==> config.mk <==
export PLATFORM = sky130hd
export DESIGN_NAME = msc_fifo
export DESIGN_NICKNAME = d
export VERILOG_FILES = /design/src/hdl/msc_pkg.sv /design/src/hdl/msc_fifo.sv
export SDC_FILE = /design/constraint.sdc
export NUM_CORES = 1
export LEC_CHECK = 0
export BUFFER_PORTS_ARGS = -buffer_cell sky130_fd_sc_hd__buf_4
export CORE_MARGIN = 3
export CORE_UTILIZATION = 44
export DETAILED_ROUTE_END_ITERATION = 10
export MAX_ROUTING_LAYER = met4
export PLACE_DENSITY = 0.74
export SETUP_SLACK_MARGIN = 0.2
export SLEW_MARGIN = 20
export SYNTH_ARGS = -nofsm -noshare
export SYNTH_HDL_FRONTEND = slang
export SYNTH_SLANG_ARGS = --single-unit
==> constraint.sdc <==
create_clock -name clk -period 5.8 [get_ports clk]
set_clock_uncertainty 0.2 [all_clocks]
set_input_delay 0 -clock clk [delete_from_list [all_inputs] [get_ports clk]]
set_output_delay 0 -clock clk [all_outputs]
set_load 0.1 [all_outputs]
==> src/hdl/msc_pkg.sv <==
// Types, codes and defaults for the multichannel scaler.
`default_nettype none
package msc_pkg;

	localparam int DEF_NUM_CHANNELS = 1024;
	localparam int DEF_COUNT_WIDTH  = 32;

	localparam int         CIU_W     = 11;
	localparam logic [10:0] CIU_RESET = 11'd512;

	localparam int OP_ADDR_W = 12;
	localparam int Q_DEPTH   = 2;
	localparam int Q_PW      = $clog2(Q_DEPTH);

	localparam logic [2:0] REQ_PULSE   = 3'd0;
	localparam logic [2:0] REQ_ADVANCE = 3'd1;
	localparam logic [2:0] REQ_SYNC    = 3'd2;
	localparam logic [2:0] REQ_START   = 3'd3;
	localparam logic [2:0] REQ_STOP    = 3'd4;
	localparam logic [2:0] REQ_CLEAR   = 3'd5;
	localparam logic [2:0] REQ_STATUS  = 3'd6;
	localparam logic [2:0] REQ_READ    = 3'd7;

	localparam logic [2:0] RESP_ACK     = 3'd0;
	localparam logic [2:0] RESP_REFUSED = 3'd1;
	localparam logic [2:0] RESP_RUNNING = 3'd2;
	localparam logic [2:0] RESP_STOPPED = 3'd3;
	localparam logic [2:0] RESP_DATA    = 3'd4;

	localparam logic [1:0] OP_BUMP  = 2'd0;
	localparam logic [1:0] OP_READ  = 2'd1;
	localparam logic [1:0] OP_CLEAR = 2'd2;
	localparam logic [1:0] OP_REPLY = 2'd3;

	typedef struct packed {
		logic [2:0] req_type;
		logic [9:0] bin_index;
	} req_t;

	typedef struct packed {
		logic [2:0]  response_code;
		logic [31:0] bin_count;
		logic        running_now;
	} rsp_t;

	typedef struct packed {
		logic [1:0]           kind;
		logic [OP_ADDR_W-1:0] addr;
		logic                 zero;
		logic [2:0]           code;
		logic                 running;
	} op_t;

endpackage
`default_nettype wire

==> src/hdl/msc_fifo.sv <==
// Short operation queue between the front and back ends.
`default_nettype none
module msc_fifo (
	input  wire logic         clk,
	input  wire logic         arst_n,
	input  wire logic         wr,
	input  wire msc_pkg::op_t wdata,
	output logic              q_full,
	input  wire logic         rd,
	output logic              q_empty,
	output msc_pkg::op_t      rdata
);
	import msc_pkg::*;

	op_t             slot_q [Q_DEPTH];
	logic [Q_PW-1:0] wp_q, rp_q;
	logic [Q_PW:0]   cnt_q;
	logic            do_wr, do_rd;

	assign q_full  = (32'(cnt_q) == Q_DEPTH);
	assign q_empty = (cnt_q == '0);
	assign rdata   = slot_q[rp_q];
	assign do_wr   = wr && !q_full;
	assign do_rd   = rd && !q_empty;

	always_ff @(posedge clk) begin
		if (do_wr)
			slot_q[wp_q] <= wdata;
	end

	always_ff @(posedge clk or negedge arst_n) begin
		if (!arst_n) begin
			wp_q <= '0;
			rp_q <= '0;
			cnt_q <= '0;
		end else begin
			if (do_wr)
				wp_q <= (32'(wp_q) == Q_DEPTH - 1) ? '0 : Q_PW'(wp_q + 1'b1);
			if (do_rd)
				rp_q <= (32'(rp_q) == Q_DEPTH - 1) ? '0 : Q_PW'(rp_q + 1'b1);
			if (do_wr && !do_rd)
				cnt_q <= (Q_PW + 1)'(cnt_q + 1'b1);
			else if (do_rd && !do_wr)
				cnt_q <= (Q_PW + 1)'(cnt_q - 1'b1);
		end
	end

endmodule
`default_nettype wire

==> metrics, run 1 <==
Antenna Nets Post-Route=0; floorplan die height=65.67 um; crit-path leading delay family=flip-flops; wire length of the first global-routing pass=4057 um; 1st-pass router iterations=4; number of enable-type register cells in the synthesized netlist=38; register clock-pin slew on the reported worst setup and hold paths=0.11 ns; remaining design rule violation count=0; Clock Root Buffer=sky130_fd_sc_hd__clkbuf_4; critical path peak fanout=20; top cells by instance count after synthesis=38 x sky130_fd_sc_hd__edfxtp_1, 19 x sky130_fd_sc_hd__mux2_1, 4 x sky130_fd_sc_hd__dfrtp_1; timing-limited maximum frequency=474.8 MHz; post-route worst setup slack=3.694 ns; number of buffer and inverter stages on the critical path=1; total global routing track utilization=13.22%; Fillers=243; Synth Instances=78; synthesized netlist net count=102; via count of the first global-routing pass=892; core box area=0.003390 mm^2; WL per Instance=13.18 um; growth of design area from synthesis to finish=41.37%; Worst Path Arrival=1.91 ns; Synth area leaders=sky130_fd_sc_hd__edfxtp_1 73%, sky130_fd_sc_hd__mux2_1 14%, sky130_fd_sc_hd__dfrtp_1 6.4%; RSZ-0062 raised after global routing=no; total wire length=2583 um; number of distinct library cell variants in the gate-level netlist after synthesis=13; cell type contributing the most total cell area after synthesis=sky130_fd_sc_hd__edfxtp_1; cell area after synthesis=0.001567 mm^2; number of slew-limit violations in the final report=0; Post-Syn Area per Cell=20.08 um^2; number of failing setup endpoints in the final timing report=0; Setup Crit Path Kind=reg -> out; most used standard cell by instance count after synthesis=sky130_fd_sc_hd__edfxtp_1; number of max-cap violations=0; x dimension of the die=65.67 um; Critical Path, Cell by Cell=mux2_1 > buf_4; area share of the largest cell type after synthesis=72.84%; actual transition at the worst max-transition pin=0.9612 ns; maximum root-to-sink buffer count=2; required arrival time at the worst endpoint=5.60 ns; Slew headroom=35.85%; total CTS buffers=5; crit start category=flip-flop; H-tree level count=2; drt via density=4.546; overflow left after global routing=0; final weighted congestion of routability-driven global placement=0.5985; number of placement rows=21; total number of clock tree sinks=42; sequential fraction of the synthesis area=79.23%; violation count after the first detailed-routing iteration=31; post-synthesis async set-or-reset flop share=9.524%; number of diodes=0; layout cell share with drive strength beyond 1=33.33%; Fin Setup TNS=0 ns; worst slack, placed=3.767 ns; critical path endpoint category=primary output; outcome=finished, final reports clean; primary flip-flop cell chosen by synthesis mapping=sky130_fd_sc_hd__edfxtp_1; post-cts repair resize count=0; cell area after layout=0.002215 mm^2; source-to-sink clock delay at the later pin of the worst-skew pair=0.32 ns; pin count of the biggest net entering global routing=21; type of the worst min-delay path=in -> reg; flip-flop and latch count after synthesis=42; crit path time final=2.106 ns; final worst path period share=36.32%; total number of vias=891; initial standard-cell utilization of the core=46.22%; Top-Level Pins=44; Area after DPL=0.001934 mm^2; placed wire-length estimate after detailed placement=1727 um; total number of yosys warnings=0; standard cell with the maximum stage delay on the critical path=sky130_fd_sc_hd__dfrtp_1; floorplan die area=0.004312 mm^2; PortBufs=43; Slowest Stage Delay on Critical Path=0.92 ns; number of hold-slack violations in the final timing report=0; count of nets after finishing=173; number of antenna violations at the first check in global routing=0; fin util=65.34%; TritonCTS clock tree=yes
per-layer routing:
| layer | wire, um | vias up | GRT usage [%] |
|---|---|---|---|
| li1 | - | 433 | - |
| met1 | 1172 | 419 | 17.36 |
| met2 | 1196 | 36 | 19.77 |
| met3 | 189 | 3 | 3.248 |
| met4 | 25 | 0 | 5.440 |
| met5 | 0 | - | - |
path summary, 6_finish.rpt:
path                       slack [ns]           end  cells after the start      from
max in group asynchronous        4.87      cnt_q[0]                      3    arst_n
max reg2reg                      3.77  slot_q[0][8]                      3  cnt_q[0]
max                              3.69      rdata[6]                      2      rp_q
min in group asynchronous        0.36          wp_q                      3    arst_n
min                              0.19  slot_q[1][5]                      2  wdata[5]
min reg2reg                      0.33          wp_q                      1      wp_q
sequential cells by signal, summed over array words and instances, names as in the netlist:
signal / flops
cnt_q: 2
slot_q: 38
wp_q: 1
rp_q: 1
cell usage in the layout (no fill, tap or decap):
| master | synthesis | final |
|---|---|---|
| sky130_fd_sc_hd__clkinv_1 | 0 | 1 |
| sky130_fd_sc_hd__mux2_1 | 19 | 19 |
| sky130_fd_sc_hd__nand2_1 | 1 | 1 |
| sky130_fd_sc_hd__clkinv_2 | 0 | 1 |
| sky130_fd_sc_hd__nor2_2 | 0 | 1 |
| sky130_fd_sc_hd__o21ai_1 | 1 | 1 |
| sky130_fd_sc_hd__dlygate4sd3_1 | 0 | 23 |
| sky130_fd_sc_hd__clkbuf_4 | 0 | 5 |
| sky130_fd_sc_hd__nor2_1 | 3 | 2 |
| sky130_fd_sc_hd__xnor2_1 | 3 | 3 |
| sky130_fd_sc_hd__buf_4 | 2 | 43 |
| sky130_fd_sc_hd__nand2b_1 | 1 | 1 |
| sky130_fd_sc_hd__dfrtp_1 | 4 | 4 |
| sky130_fd_sc_hd__and3_1 | 1 | 1 |
| sky130_fd_sc_hd__edfxtp_1 | 38 | 38 |
| sky130_fd_sc_hd__ha_1 | 1 | 1 |
| sky130_fd_sc_hd__clkbuf_1 | 0 | 1 |
| sky130_fd_sc_hd__xor2_1 | 2 | 2 |
| sky130_fd_sc_hd__inv_1 | 2 | 2 |
cells by family (layout without fill, tap and decap cells):
kind of cell | Yosys count | count (layout) | share of synthesized area, %
flip-flops | 42 | 42 | 79.23
multiplexers | 19 | 19 | 13.66
AND/OR/NAND/NOR | 6 | 6 | 1.757
XOR/XNOR | 5 | 5 | 2.796
buffers and inverters | 4 | 76 | 1.438
adder cells (fa/ha/maj) | 1 | 1 | 0.7986
AO/OA/AOI/OAI | 1 | 1 | 0.3192
worst register-to-register path, delay by kind of cell, from the launching register on:
kind	cells	cell delay (ns)
and+or+nand+nor	3	1.02
DFF	1	0.44
through the flow:
step | hold slack, ns | cells
2_1_floorplan | -0.4956 | 78
3_3_place_gp | -0.4023 | 165
3_5_place_dp | -0.4010 | 165
4_1_cts | 0.1715 | 196
5_1_grt | 0.1723 | 196
6_report | 0.1919 | 196
what timing repair did:
action / CTS / global route
hold endpoints to repair: 45 / 0
setup buffers: 0 / 0
hold buffers: 23 / 0
final cells by class:
cell class	count	area, um^2	share of cell area, %
flip-flops and latches	42	1241	56.05
repair buffers	66	553.0	24.97
multi-input cells	32	305.3	13.79
well taps	46	57.56	2.599
clock buffers	6	41.29	1.864
clock inverters	2	8.758	0.3955
inverters	2	7.507	0.3390
Power of run 1 is not shown: default switching activity piles up to over one toggle a cycle in this logic, so the estimate is an artifact.
==> inputs of run 2 (changes only) <==
==> constraint.sdc (replaced) <==
create_clock -name clk -period 2.2 [get_ports clk]
set_clock_uncertainty 0.2 [all_clocks]
set_input_delay 0 -clock clk [delete_from_list [all_inputs] [get_ports clk]]
set_output_delay 0 -clock clk [all_outputs]
set_load 0.1 [all_outputs]
==> run 2 against run 1 <==
Compared with the run above:
- final area up 1.4%
- cell count grew 2.0%
- flip-flop and latch count unchanged
- hold slack worse by 0.012 ns
- non-clock buffer count rose by 4
- register-to-register slack got worse by 3.3 ns
- wire length grew 1.3%
- core utilization up 0.92 points
- die area stayed put
- first-iteration DRC count shrank 19%
- critical endpoint unchanged
==> metrics, run 2 (same netlist as run 1, synthesis figures left out) <==
1st-pass router iterations=4 (unchanged); layout cell share with drive strength beyond 1=35.71% (+2.4 points); WL per Instance=13.08 um (-0.75%); outcome=finished, final reports clean; post-CTS setup buffers=0 (unchanged); growth of design area from synthesis to finish=43.37%; total number of clock tree sinks=42 (unchanged); actual transition at the worst max-transition pin=0.4695 ns (-0.4917 ns); final worst path period share=84.77%; largest registers ranked by flip-flop count=slot_q (38), cnt_q (2); wire length of the first global-routing pass=4284 um (+5.6%); overflow left after global routing=0 (unchanged); Setup Crit Path Kind=reg -> out; timing-limited maximum frequency=536.2 MHz; number of placement rows=21 (unchanged); number of failing setup endpoints in the final timing report=0 (unchanged); RSZ-0062 raised after global routing=no; count of nets after finishing=177 (+2.3%); initial standard-cell utilization of the core=46.22% (unchanged); H-tree level count=2 (unchanged); Top-Level Pins=44 (unchanged); number of slew-limit violations in the final report=0 (unchanged); total number of vias=910 (+2.1%); most common cell after layout, fill and taps aside=sky130_fd_sc_hd__buf_4; total wire length=2616 um (+1.3%); placed wire-length estimate after detailed placement=1643 um (-4.9%); critical path endpoint category=primary output; highest-count cells in the layout ignoring fill and taps=47 x sky130_fd_sc_hd__buf_4, 38 x sky130_fd_sc_hd__edfxtp_1, 23 x sky130_fd_sc_hd__dlygate4sd3_1, 19 x sky130_fd_sc_hd__mux2_1, 5 x sky130_fd_sc_hd__clkbuf_4; via count of the first global-routing pass=1000 (+12%); number of antenna violations at the first check in global routing=0 (unchanged); Slew headroom=68.70% (+33 points); type of the worst min-delay path=in -> reg; Post-Route Hold Slack=0.1804 ns (-0.01156 ns); register clock-pin slew on the reported worst setup and hold paths=0.11 ns (about the same); TritonCTS clock tree=yes; worst slack, placed=0.4312 ns (-3.336 ns); maximum root-to-sink buffer count=2 (unchanged); required arrival time at the worst endpoint=2.00 ns (-3.60 ns); PortBufs=43 (unchanged); x dimension of the die=65.67 um (unchanged); remaining design rule violation count=0 (unchanged); critical path peak fanout=20 (unchanged); core box area=0.003390 mm^2 (unchanged); final weighted congestion of routability-driven global placement=0.6310 (+5.4%); total area of multi-input combinational cells=305.3 um^2 (unchanged); crit path time final=1.865 ns; source-to-sink clock delay at the later pin of the worst-skew pair=0.34 ns (+0.02 ns); drt via density=4.550 (about the same); Clock Root Buffer=sky130_fd_sc_hd__clkbuf_4; number of diodes=0 (unchanged); Largest register FFs=38 (unchanged); post-route worst setup slack=0.3352 ns (-3.358 ns); total CTS buffers=5 (unchanged); total global routing track utilization=14.13% (+0.91 points); floorplan die height=65.67 um (unchanged); pin count of the biggest net entering global routing=21 (unchanged); area used by sequential logic in the layout=0.001242 mm^2 (+0.10%); floorplan die area=0.004312 mm^2 (unchanged); number of hold-slack violations in the final timing report=0 (unchanged); crit start category=flip-flop; Fin Setup TNS=0 ns (unchanged); number of max-cap violations=0 (unchanged); Fillers=235 (-3.3%); Antenna Nets Post-Route=0 (unchanged); Worst Path Arrival=1.66 ns (-0.25 ns); violation count after the first detailed-routing iteration=25 (-19%); top register by number of flip-flops=slot_q
run 2: cell count changes in the layout (fill, tap and decap cells not counted), sizes merged:
cell / before / now
buf: 43 / 47
run 2: timing repair:
| action | 4_1_cts | 5_1_grt |
|---|---|---|
| setup endpoints to repair | 19 | 0 |
| resized for setup | 1 | 0 |
| hold buffers | 23 | 0 |
| endpoints found under the hold margin | 52 | 0 |
run 2: per-stage QoR:
step	utilization (%)	area, um^2	instances
global route	66.26	2246	200
CTS	66.26	2246	200
finish	66.26	2246	200
global placement	57.96	1964	169
floorplan	-	1569	78
detailed placement	57.96	1964	169
run 2: cell type report:
class	instances	share of cell area [%]
sequential	42	55.32
timing repair buffer	70	25.96
multi-input combinational	32	13.59
tap	46	2.563
clock buffer	6	1.838
clock inverter	2	0.3900
inverter	2	0.3343
run 2: worst paths after layout:
kind | start | endpoint | depth (start not counted) | slack [ns]
max | rp_q | rdata[6] | 2 | 0.34
min | wdata[5] | slot_q[0][5] | 2 | 0.18
max reg2reg | cnt_q[0] | cnt_q[1] | 6 | 0.44
min reg2reg | cnt_q[1] | cnt_q[1] | 1 | 0.34
max in group asynchronous | arst_n | rp_q | 3 | 1.28
min in group asynchronous | arst_n | wp_q | 3 | 0.34
run 2: worst max-delay path, stage by stage (launching register included):
cell                      delay (ns)
sky130_fd_sc_hd__dfrtp_2        0.68
sky130_fd_sc_hd__mux2_1         0.40
sky130_fd_sc_hd__buf_4          0.24
run 2: layer usage:
metal	wire length (um)	global-route usage, %
met1	1115	14.37
met2	1281	24.28
met3	189	5.812
met4	30	5.181
met5	0	-
Power of run 2 is left out for the same reason.
