**config.mk**
```make
export PLATFORM = sky130hd
export DESIGN_NAME = msc_front
export DESIGN_NICKNAME = d
export VERILOG_FILES = /design/src/hdl/msc_pkg.sv /design/src/hdl/msc_front.sv
export SDC_FILE = /design/constraint.sdc
export NUM_CORES = 1
export LEC_CHECK = 0
export BUFFER_PORTS_ARGS = -buffer_cell sky130_fd_sc_hd__buf_2
export CORE_ASPECT_RATIO = 1.1
export CORE_MARGIN = 2
export CORE_UTILIZATION = 55
export DETAILED_ROUTE_END_ITERATION = 10
export GPL_TIMING_DRIVEN = 0
export PLACE_DENSITY_LB_ADDON = 0.2
export SYNTH_ARGS = -nofsm -noshare
export SYNTH_HDL_FRONTEND = slang
export SYNTH_SLANG_ARGS = --single-unit
```
**constraint.sdc**
```tcl
create_clock -name clk -period 4.2 [get_ports clk]
set_input_delay 0.21 -clock clk [delete_from_list [all_inputs] [get_ports clk]]
set_output_delay 0.21 -clock clk [all_outputs]
set_load 0.01 [all_outputs]
```
**src/hdl/msc_pkg.sv**
```systemverilog
// Types, codes and defaults for the multichannel scaler.
`default_nettype none
package msc_pkg;

	localparam int DEF_NUM_CHANNELS = 1024;
	localparam int DEF_COUNT_WIDTH  = 32;

	localparam int         CIU_W     = 11;
	localparam logic [10:0] CIU_RESET = 11'd512;

	localparam int OP_ADDR_W = 12;
	localparam int Q_DEPTH   = 2;
	localparam int Q_PW      = $clog2(Q_DEPTH);

	localparam logic [2:0] REQ_PULSE   = 3'd0;
	localparam logic [2:0] REQ_ADVANCE = 3'd1;
	localparam logic [2:0] REQ_SYNC    = 3'd2;
	localparam logic [2:0] REQ_START   = 3'd3;
	localparam logic [2:0] REQ_STOP    = 3'd4;
	localparam logic [2:0] REQ_CLEAR   = 3'd5;
	localparam logic [2:0] REQ_STATUS  = 3'd6;
	localparam logic [2:0] REQ_READ    = 3'd7;

	localparam logic [2:0] RESP_ACK     = 3'd0;
	localparam logic [2:0] RESP_REFUSED = 3'd1;
	localparam logic [2:0] RESP_RUNNING = 3'd2;
	localparam logic [2:0] RESP_STOPPED = 3'd3;
	localparam logic [2:0] RESP_DATA    = 3'd4;

	localparam logic [1:0] OP_BUMP  = 2'd0;
	localparam logic [1:0] OP_READ  = 2'd1;
	localparam logic [1:0] OP_CLEAR = 2'd2;
	localparam logic [1:0] OP_REPLY = 2'd3;

	typedef struct packed {
		logic [2:0] req_type;
		logic [9:0] bin_index;
	} req_t;

	typedef struct packed {
		logic [2:0]  response_code;
		logic [31:0] bin_count;
		logic        running_now;
	} rsp_t;

	typedef struct packed {
		logic [1:0]           kind;
		logic [OP_ADDR_W-1:0] addr;
		logic                 zero;
		logic [2:0]           code;
		logic                 running;
	} op_t;

endpackage
`default_nettype wire

```
**src/hdl/msc_front.sv**
```systemverilog
// Front end: accept requests, keep run control state, issue store operations.
`default_nettype none
module msc_front #(
	parameter int NUM_CHANNELS = msc_pkg::DEF_NUM_CHANNELS
) (
	input  wire logic                     clk,
	input  wire logic                     arst_n,
	input  wire logic                     push,
	input  wire logic                     full,
	input  wire msc_pkg::req_t            req,
	input  wire logic                     cfg_we,
	input  wire logic [msc_pkg::CIU_W-1:0] cfg_wdata,
	output logic                          q_push,
	output msc_pkg::op_t                  q_op
);
	import msc_pkg::*;

	localparam int CHW = $clog2(NUM_CHANNELS + 1);

	logic [CHW-1:0]   cur_q, cur_d;
	logic             run_q, run_d;
	logic             arm_q, arm_d;
	logic             stp_q, stp_d;
	logic             spp_q, spp_d;
	logic [CIU_W-1:0] ciu_q;
	logic             acc;

	assign acc = push && !full;

	always_comb begin
		cur_d = cur_q;
		run_d = run_q;
		arm_d = arm_q;
		stp_d = stp_q;
		spp_d = spp_q;
		q_push = 1'b0;
		q_op.kind = OP_REPLY;
		q_op.addr = '0;
		q_op.zero = 1'b0;
		q_op.code = RESP_ACK;
		q_op.running = run_q;
		if (acc) begin
			case (req.req_type)
				REQ_PULSE: begin
					if (run_q) begin
						if (32'(cur_q) < NUM_CHANNELS) begin
							q_push = 1'b1;
							q_op.kind = OP_BUMP;
							q_op.addr = OP_ADDR_W'(cur_q);
						end else if (32'(cur_q) == 32'(ciu_q)) begin
							// one past the end wraps to bin 0 on a full sweep
							q_push = 1'b1;
							q_op.kind = OP_BUMP;
						end
					end
				end
				REQ_ADVANCE: begin
					if (run_q && 32'(cur_q) < NUM_CHANNELS)
						cur_d = CHW'(cur_q + 1'b1);
				end
				REQ_SYNC: begin
					if (arm_q) begin
						if (stp_q)
							run_d = 1'b1;
						if (spp_q) begin
							run_d = 1'b0;
							arm_d = 1'b0;
						end
						stp_d = 1'b0;
						spp_d = 1'b0;
						cur_d = '0;
					end
				end
				REQ_START: begin
					stp_d = 1'b1;
					arm_d = 1'b1;
					q_push = 1'b1;
				end
				REQ_STOP: begin
					spp_d = 1'b1;
					q_push = 1'b1;
				end
				REQ_CLEAR: begin
					q_push = 1'b1;
					if (run_q)
						q_op.code = RESP_REFUSED;
					else
						q_op.kind = OP_CLEAR;
				end
				REQ_STATUS: begin
					q_push = 1'b1;
					q_op.code = run_q ? RESP_RUNNING : RESP_STOPPED;
				end
				default: begin
					q_push = 1'b1;
					q_op.kind = OP_READ;
					q_op.addr = OP_ADDR_W'(req.bin_index);
					q_op.zero = !(32'(req.bin_index) < NUM_CHANNELS);
				end
			endcase
		end
	end

	always_ff @(posedge clk or negedge arst_n) begin
		if (!arst_n) begin
			cur_q <= '0;
			run_q <= 1'b0;
			arm_q <= 1'b0;
			stp_q <= 1'b0;
			spp_q <= 1'b0;
			ciu_q <= CIU_RESET;
		end else begin
			cur_q <= cur_d;
			run_q <= run_d;
			arm_q <= arm_d;
			stp_q <= stp_d;
			spp_q <= spp_d;
			if (cfg_we && !run_q)
				ciu_q <= cfg_wdata;
		end
	end

endmodule
`default_nettype wire

```
==> impl_metrics.yaml, run 1 <==
routing:
  dr_wl_met2_mm: 2.01
  viasPerCell: 5.77
  drtIter0Drc: 64
  routedLengthMet1_mm: 1.56
  top_layer: "met4"
  vias: 1495
  ant_nets: 0
  drtPass1Iterations: 4
  wire_per_inst_um: 14.8
  wl_met3_um: 188
  drc: 0
  routed_wl_mm: 3.83
sta:
  max_freq_mhz: 440
  maxSlewViolCount: 0
  timing.final.crit_period_ns: 2.27
  setup_viol: 0
  hold_viol: 0
  rsz0062_at_grt: "no"
  relSlewSlack_pct: 61.2
  worstMarginPinSlew_ns: 0.582
  finalSetupTns_ns: 0
  finalClockSkew_ns: 0.00586
  finalCritPeriodShare_pct: 54.1
die:
  die_y_um: 61.6
  rows: 20
  coreArea_um2: 2830
  pin_count: 49
  die-width_um: 56.4
  die_area_um2: 3470
  initial_core_util_pct: 58.7
synthesis:
  netlist.area_leader.share_pct: 37.7
  synth_most_common_cell: "dfrtp_1"
  yosys_warnings: 0
  synth.area.top_cells: "dfrtp_1 (38%), mux2_2 (7.5%), xnor2_1 (5.8%)"
  synth.avg_cell_area_um2: 9.48
  ys_ff_latch: 26
  synth_edf_count: 0
  seq_area_frac_synth_pct: 39.3
  netlist_instances: 175
  synth_cell_types: 44
  synth_area_leader_cell: "dfrtp_1"
  ys.flop_type: "dfrtp_1"
  async_reset_ff_share_pct: 100
  syn-cell-area_um2: 1660
  synthTopCellsByCount: "dfrtp_1 (25), nor2_1 (21), mux2_2 (11), xnor2_1 (11), a22oi_1 (10)"
clocking:
  numCtsBuffers: 3
  clkSlewWorstSetupHoldPaths_ns: 0.14
  clk_latency_ns: 0.33
  cts_num_sinks: 26
  htreeDepth: 1
  cts_root_buffer: "clkbuf_4"
  cts_tree: "yes"
  clock_tree.buffer_depth: 2
  cts_resized: 0
worst_setup_path:
  crit_type: "reg2out"
  crit_arrival_ns: 2.06
  cp-end-kind: "primary output"
  crit_path_max_fanout: 7
  start_kind: "flip-flop"
  cp_data_required_time_ns: 3.99
grt:
  grt_pass1_wl_mm: 6.52
  grt_max_degree: 27
  antenna_found_initial: 0
  grt.total_usage_pct: 24.4
  grt_pass1_vias: 1536
  grt-ovfl-total: 0
power_and_ir_drop:
  irDropWorstVdd_uv: 317
  p_leak_uw: 0.000871
  powerDensity_nw_per_um2: 349
place:
  finalWeightedCongestion: 0.891
  place_hpwl_mm: 2.93
  place_inst: 254
  portBuffers: 43
cells_and_area:
  syn2layout_area_growth_pct: 18.3
  fin_nets: 257
  fill_cells: 238
  drive_above_1_share_pct: 34.1
  stdcell_count: 259
  ff_latch_area_um2: 652
  diodes: 0
  multi_input_area_um2: 907
worst_hold_path:
  worstHoldPathType: "in2reg"
job:
  max_cap_violations: 0
run_status:
  outcome: "completed"
cell type report:
class	count	area share [%]
buffer	17	5.10
clock buffer	4	1.34
inverter	3	0.574
multi-input combinational	132	46.2
sequential	26	33.2
tap	33	2.10
timing repair buffer	44	11.5
state kept, by name, indices dropped and copies added, names as in the netlist:
signal	flops
arm_q	1
spp_q	1
cur_q	11
stp_q	1
run_q	1
ciu_q	11
metrics by stage:
stage	area, um2	setup WS, ns	total power, uW	hold WS, ns	util (%)
2_1_floorplan	1670	2.50	508	-0.0856	-
3_3_place_gp	1930	2.32	563	0.233	68.1
3_5_place_dp	1930	2.31	575	0.244	68.1
4_1_cts	1960	1.92	687	0.0948	69.4
5_1_grt	1960	1.80	726	0.102	69.4
6_report	1960	1.93	684	0.102	69.4
metal layers:
metal  vias up  global-route usage [%]
li1        723                       -
met1       713                    29.1
met2        52                    43.9
met3         7                    2.31
met4         0                    14.3
met5         -                       0
where the power goes:
group,switching (uW),leakage (uW),internal (uW)
Sequential,51.7,0.000326,303
Clock,75.3,0.0000150,37.3
Combinational,102,0.000530,115
Total,229,0.000871,456
timing repair:
item / in CTS / in global routing
setup buffers: 0 / 0
hold buffers: 1 / 0
hold endpoints to repair: 25 / 0
worst paths after layout:
kind	from	cells past startpoint	endpoint	slack, ns
max in group asynchronous	arst_n	2	ciu_q[9]$_DFFE_PN1P_	3.43
min in group asynchronous	arst_n	2	arm_q$_DFFE_PN0P_	0.39
worst min register to register	stp_q$_DFFE_PN0P_	1	stp_q$_DFFE_PN0P_	0.51
worst max register to register	cur_q[0]$_DFFE_PN0P_	4	cur_q[8]$_DFFE_PN0P_	2.49
worst min-delay path	cfg_wdata[4]	2	ciu_q[4]$_DFFE_PN0P_	0.10
worst max-delay path	cur_q[6]$_DFFE_PN0P_	6	q_push	1.93
cell usage in the layout (no fill, tap or decap), drive strengths merged, types with 3 or more instances in the layout:
| master | n |
|---|---|
| nand2b | 3 |
| o211ai | 4 |
| nor2 | 21 |
| nand2 | 7 |
| a21oi | 9 |
| nor2b | 3 |
| xnor2 | 11 |
| nand3 | 5 |
| a22oi | 10 |
| clkbuf | 9 |
| or4 | 3 |
| buf | 55 |
| o21ai | 5 |
| o31ai | 3 |
| mux2 | 11 |
| inv | 3 |
| and2 | 3 |
| nand4 | 4 |
| conb | 4 |
| dfrtp | 25 |
| xor2 | 3 |
cells by family after synthesis:
group | after synthesis | share of synthesized area [%]
adder cells (fa/ha/maj) | 1 | 0.754
flip-flops | 26 | 39.3
buffers and inverters | 20 | 6.71
other | 1 | 0.226
AO/OA/AOI/OAI | 40 | 17.3
AND/OR/NAND/NOR | 62 | 20.9
XOR/XNOR | 14 | 7.39
multiplexers | 11 | 7.47
critical path: stages, from the launching register on:
cell      delay [ns]
dfrtp_1         0.35
clkbuf_1        0.26
xnor2_1         0.16
nand4_1         0.13
or4_1           0.52
a31oi_1         0.16
buf_2           0.16
(Power assumes the default switching activity.)
==> inputs of run 2 (changes only) <==
--- a/config.mk
+++ b/config.mk
@@ -5,10 +5,11 @@
 export SDC_FILE = /design/constraint.sdc
 export NUM_CORES = 1
 export LEC_CHECK = 0
+export ABC_AREA = 1
 export BUFFER_PORTS_ARGS = -buffer_cell sky130_fd_sc_hd__buf_2
 export CORE_ASPECT_RATIO = 1.1
 export CORE_MARGIN = 2
-export CORE_UTILIZATION = 55
+export CORE_UTILIZATION = 47
 export DETAILED_ROUTE_END_ITERATION = 10
 export GPL_TIMING_DRIVEN = 0
 export PLACE_DENSITY_LB_ADDON = 0.2
==> constraint.sdc (replaced) <==
create_clock -name clk -period 1.9 [get_ports clk]
set_input_delay 0.095 -clock clk [delete_from_list [all_inputs] [get_ports clk]]
set_output_delay 0.095 -clock clk [all_outputs]
set_load 0.01 [all_outputs]
==> run 2 against run 1 <==
Die area increased by 24%. Clock-buffer cell count stayed put. Critical path depth grew 5. Sequential share of layout area is 2.4 points lower. Clock skew shrank 0.0029 ns. Hold slack got worse by 0.053 ns. Core utilization decreased by 10 points. Synthesized cell count grew 47%. First-iteration DRC count increased by 56%. Global-route usage down 3.3 points. Power increased to 2.9 times the previous value. Largest cell class unchanged. Largest power group unchanged.
==> impl_metrics.yaml, run 2 <==
worst_setup_path:
  r2r_slack_ns: 0.38
  r2r-end: "cur_q[8]$_DFFE_PN0P_"
  cp-end-kind: "primary output"
  cp_data_required_time_ns: 1.80
  path_cells: "inv_1, nand2_1, nand2_1, nor2_1, nand2_1, nor2_1, nand2_1, nand2_2, nand2_1, nor2_1, buf_2"
  crit_type: "reg2out"
  cp_slowest_cell: "dfrtp_2"
  worst_path_largest_cell_delay_ns: 0.45
  start_kind: "flip-flop"
  crit_top_cell: "nand2_1"
  reg2reg_depth: 7
  crit_path_max_fanout: 7
  rr_startpoint: "cur_q[0]$_DFFE_PN0P_"
  crit_arrival_ns: 1.62
cells_and_area:
  reg_top3: "ciu_q x11, cur_q x11"
  stdcell_count: 358
  fin_nets: 339
  final_common_cell: "nand2_1"
  drive_above_1_share_pct: 27.3
  fill_cells: 367
  diodes: 0
  syn2layout_area_growth_pct: 20.2
  layout_common_cells: "nand2_1 (59), buf_2 (46), nor2_1 (40)"
synthesis:
  netlist_instances: 258
  netlist.area_leader.share_pct: 35.2
  synth_cell_types: 32
  seq_area_frac_synth_pct: 36.6
  synthTopCellsByCount: "nand2_1 (60), nor2_1 (40), inv_1 (30)"
  async_reset_ff_share_pct: 100
  synth.area.top_cells: "dfrtp_1 (35%), nand2_1 (13%), nor2_1 (8.4%)"
  ys.flop_type: "dfrtp_1"
  synth_area_leader_cell: "dfrtp_1"
  synth_edf_count: 0
  yosys_warnings: 0
  ys_ff_latch: 26
  syn-cell-area_um2: 1780
  synth.avg_cell_area_um2: 6.90
  synth_most_common_cell: "nand2_1"
die:
  coreArea_um2: 3630
  die_area_um2: 4290
  rows: 23
  die-width_um: 62.7
  die_y_um: 68.5
  initial_core_util_pct: 49.1
  pin_count: 49
sta:
  finalSetupTns_ns: 0
  setup_viol: 0
  maxSlewViolCount: 0
  rsz0062_at_grt: "no"
  finalClockSkew_ns: 0.00298
  hold_viol: 0
  worstMarginPinSlew_ns: 0.595
  timing.final.crit_period_ns: 1.72
  hold-worst-slack_ns: 0.0496
  finalCritPeriodShare_pct: 90.4
  relSlewSlack_pct: 60.4
  max_freq_mhz: 582
run_status:
  outcome: "completed"
power_and_ir_drop:
  powerDensity_nw_per_um2: 925
  irDropWorstVdd_uv: 595
  p_leak_uw: 0.00111
  finalPower_uw: 1980
grt:
  grt_max_degree: 27
  antenna_found_initial: 0
  grt-ovfl-total: 0
  grt_pass1_vias: 1583
  grt.total_usage_pct: 21.0
  grt_pass1_wl_mm: 7.13
routing:
  viasPerCell: 4.98
  drtPass1Iterations: 4
  wire_per_inst_um: 11.7
  ant_nets: 0
  drtIter0Drc: 100
  vias: 1782
  drc: 0
  routed_wl_mm: 4.20
clocking:
  cts_tree: "yes"
  clock_tree.buffer_depth: 2
  clkSlewWorstSetupHoldPaths_ns: 0.09
  cts_root_buffer: "clkbuf_8"
  cts_num_sinks: 26
  cts_setup_buffers: 0
  numCtsBuffers: 3
  clk_latency_ns: 0.27
  htreeDepth: 1
place:
  place_inst: 354
  finalWeightedCongestion: 0.897
  place_hpwl_mm: 3.32
  portBuffers: 43
worst_hold_path:
  min_path_cells: 2
  worstHoldStart: "cfg_wdata[9]"
  worstHoldPathType: "in2reg"
  min_to: "ciu_q[9]$_DFFE_PN1P_"
job:
  max_cap_violations: 0
[run 2: cell types whose count changed in the layout (fill, tap and decap cells not counted), sizes merged, moves of 9 or more]
cell,previous run,this run
nand2,7,66
inv,3,33
nor2,21,46
nand3,5,18
xnor2,11,0
mux2,11,2
[run 2: layout make-up]
class / count / area [um2] / area share (%)
buffer: 12 / 78.8 / 3.69
multi-input combinational: 189 / 933 / 43.7
timing repair buffer: 44 / 225 / 10.5
inverter: 33 / 124 / 5.79
clock buffer: 4 / 55.1 / 2.57
sequential: 26 / 659 / 30.8
tap: 50 / 62.6 / 2.93
[run 2: how the worst max path moves through the flow]
stage,startpoint,to,slack [ns],depth (start not counted)
2_1_floorplan,cur_q[0]$_DFFE_PN0P_,cur_q[6]$_DFFE_PN0P_,0.56,6
3_3_place_gp,cur_q[5]$_DFFE_PN0P_,q_push,0.39,11
3_5_place_dp,cur_q[5]$_DFFE_PN0P_,q_push,0.38,11
4_1_cts,cur_q[5]$_DFFE_PN0P_,q_push,0.07,11
5_1_grt,cur_q[7]$_DFFE_PN0P_,q_push,0.008,11
6_report,cur_q[5]$_DFFE_PN0P_,q_push,0.18,11
[run 2: worst max-delay path: cells and delay by family (launching register included)]
family	cells	cell delay, ns
flops	1	0.45
buf+inv	2	0.24
simple gates	9	0.65
[run 2: report_power, final]
group,switching [uW],internal (uW),leakage (uW)
Clock,174,186,0.0000288
Sequential,168,759,0.000297
Combinational,414,279,0.000779
[run 2: logic make-up (layout without fill, tap and decap cells)]
group	after synthesis	in the layout	share of synthesized area, %
simple gates	145	145	36.8
buf+inv	46	93	11.7
compound gates	36	36	12.2
flops	26	26	36.6
mux	2	2	1.27
fa+ha+maj	1	1	0.703
other cells	1	4	0.211
xor+xnor	1	1	0.492
[run 2: stage by stage]
step                      util [%]  setup WS [ns]  instance area, um2
final                         59.0          0.182                2140
after global routing          59.0        0.00811                2140
after CTS                     58.8         0.0659                2130
after detailed placement      57.0          0.382                2070
after global placement        57.0          0.385                2070
after floorplan                  -          0.556                1790
[run 2: timing repair]
item	4_1_cts	5_1_grt
endpoints found under the hold margin	25	0
gates resized for setup	0	7
hold buffers	1	0
endpoints found under the setup margin	0	3
[run 2: per-layer routing]
metal  share of wire [%]  up-vias  global-route usage, %
met4                 1.2        0                   7.22
met5                   0        -                      0
li1                    -      923                      -
met1                  44      794                   26.0
met3                 6.3        5                   3.25
met2                  48       60                   38.3
==> inputs of run 3 (changes only) <==
--- a/config.mk
+++ b/config.mk
@@ -9,7 +9,7 @@
 export BUFFER_PORTS_ARGS = -buffer_cell sky130_fd_sc_hd__buf_2
 export CORE_ASPECT_RATIO = 1.1
 export CORE_MARGIN = 2
-export CORE_UTILIZATION = 47
+export CORE_UTILIZATION = 56
 export DETAILED_ROUTE_END_ITERATION = 10
 export GPL_TIMING_DRIVEN = 0
 export PLACE_DENSITY_LB_ADDON = 0.2
==> constraint.sdc (replaced) <==
create_clock -name clk -period 2.2 [get_ports clk]
set_input_delay 0.11 -clock clk [delete_from_list [all_inputs] [get_ports clk]]
set_output_delay 0.11 -clock clk [all_outputs]
set_load 0.01 [all_outputs]
==> run 3 against run 2 <==
Sequential cell count stayed put. Worst setup slack better by 0.051 ns. Sequential power is 14% lower. Clock power is 39% lower. Clock skew is 0.011 ns higher. Final cell count is 3.4% lower. Wire length is 2.6% lower. Hold slack worse by 0.046 ns. Die area is 15% lower.
==> impl_metrics.yaml, run 3 (synthesis gave the netlist of run 2 again) <==
routing:
  wire_per_inst_um: 11.8
  viasPerCell: 5.16
  top_layer: "met4"
  drtPass1Iterations: 4
  drc: 0
  routedLengthMet1_mm: 1.76
  dr_wl_met2_mm: 1.98
  routed_wl_mm: 4.09
  vias: 1787
  ant_nets: 0
  wl_met3_um: 254
  drtIter0Drc: 118
place:
  finalWeightedCongestion: 0.933
  place_hpwl_mm: 3.19
  place_ws_ns: 0.631
  portBuffers: 43
sta:
  setup_ws_ns: 0.233
  setup_viol: 0
  finalClockSkew_ns: 0.0140
  relSlewSlack_pct: 62.4
  hold_viol: 0
  finalSetupTns_ns: 0
  maxSlewViolCount: 0
  timing.final.crit_period_ns: 1.97
  worstMarginPinSlew_ns: 0.563
  rsz0062_at_grt: "no"
  hold-worst-slack_ns: 0.00327
  max_freq_mhz: 508
  finalCritPeriodShare_pct: 89.4
worst_setup_path:
  r2r_slack_ns: 0.57
  r2r-end: "cur_q[8]$_DFFE_PN0P_"
  rr_startpoint: "cur_q[0]$_DFFE_PN0P_"
  reg2reg_depth: 7
  worst_path_largest_cell_delay_ns: 0.54
  path_cells: "inv_1, nand2_1, nand2_1, nor2_1, nand2_1, nor2_1, nand2_1, nand2_1, nand2_1, nor2_1, buf_2"
  cp-end-kind: "primary output"
  crit_path_max_fanout: 7
  cp_slowest_cell: "dfrtp_1"
  crit_top_cell: "nand2_1"
  cp_data_required_time_ns: 2.09
  start_kind: "flip-flop"
  crit_arrival_ns: 1.86
  crit_type: "reg2out"
grt:
  grt_pass1_wl_mm: 6.86
  grt_pass1_vias: 1563
  grt_max_degree: 27
  grt-ovfl-total: 0
  grt.total_usage_pct: 24.4
  antenna_found_initial: 0
job:
  max_cap_violations: 0
die:
  rows: 21
  die_area_um2: 3640
  die_y_um: 63.1
  coreArea_um2: 3050
  initial_core_util_pct: 58.4
  die-width_um: 57.7
  pin_count: 49
worst_hold_path:
  min_path_cells: 3
  min_to: "ciu_q[0]$_DFFE_PN0P_"
  worstHoldPathType: "in2reg"
  worstHoldStart: "cfg_wdata[0]"
cells_and_area:
  fill_cells: 274
  fin_nets: 343
  drive_above_1_share_pct: 24.7
  final_common_cell: "nand2_1"
  syn2layout_area_growth_pct: 18.8
  layout_common_cells: "nand2_1 (60), buf_2 (46), nor2_1 (40)"
  reg_top3: "ciu_q x11, cur_q x11"
  diodes: 0
clocking:
  cts_setup_buffers: 0
  cts_root_buffer: "clkbuf_4"
  cts_num_sinks: 26
  cts_tree: "yes"
  clock_tree.buffer_depth: 2
  htreeDepth: 1
  numCtsBuffers: 3
  clkSlewWorstSetupHoldPaths_ns: 0.14
  clk_latency_ns: 0.34
power_and_ir_drop:
  p_leak_uw: 0.00112
  powerDensity_nw_per_um2: 765
  irDropWorstVdd_uv: 644
run_status:
  outcome: "completed"
run 3: cell types whose count changed in the layout (fill, tap and decap cells not counted), moves of 3 or more:
cell	change
dfrtp_1	+6
dfrtp_2	-6
clkbuf_8	-4
clkbuf_4	+3
dlygate4sd3_1	+3
run 3: repair_timing:
action	CTS	global route
hold buffers	4	0
resized for setup	0	0
endpoints found under the hold margin	28	0
run 3: metal layers:
layer | up-vias | track usage (%)
li1 | 931 | -
met2 | 71 | 42.0
met3 | 9 | 2.46
met5 | - | 0
met4 | 0 | 11.0
met1 | 776 | 30.2
run 3: where the power goes:
group	internal, uW	total (uW)	switching, uW
registers	650	798	148
logic	244	601	357
clock network	71.5	219	147
run 3: per-stage QoR:
stage | cells | total power, uW | area [um2] | utilization, %
finish | 346 | 1620 | 2110 | 69.4
global route | 346 | 1750 | 2110 | 69.4
CTS | 346 | 1630 | 2110 | 69.4
detailed placement | 338 | 1410 | 2050 | 67.2
global placement | 338 | 1380 | 2050 | 67.2
floorplan | 261 | 1220 | 1790 | -
run 3: cell type report:
class	instances	area [um2]	area share, %
Clock buffer	4	26.3	1.24
Timing Repair Buffer	47	255	12.1
Tap cell	34	42.5	2.01
Buffer	13	83.8	3.96
Multi-Input combinational cell	189	931	44.0
Inverter	33	124	5.86
Sequential cell	26	652	30.8
run 3: worst max path at each step:
stage,from,to,slack [ns],cells after the start
6_report,cur_q[5]$_DFFE_PN0P_,q_push,0.23,11
5_1_grt,cur_q[5]$_DFFE_PN0P_,q_push,0.16,11
4_1_cts,cur_q[5]$_DFFE_PN0P_,q_push,0.25,11
3_5_place_dp,cur_q[0]$_DFFE_PN0P_,cur_q[8]$_DFFE_PN0P_,0.63,7
3_3_place_gp,cur_q[0]$_DFFE_PN0P_,cur_q[6]$_DFFE_PN0P_,0.65,6
2_1_floorplan,cur_q[0]$_DFFE_PN0P_,cur_q[6]$_DFFE_PN0P_,0.86,6
run 3: worst max-delay path, delay by kind of cell (launching register included):
kind,cells,cell delay (ns)
buffers and inverters,2,0.28
AND/OR/NAND/NOR,9,0.69
flip-flops,1,0.54
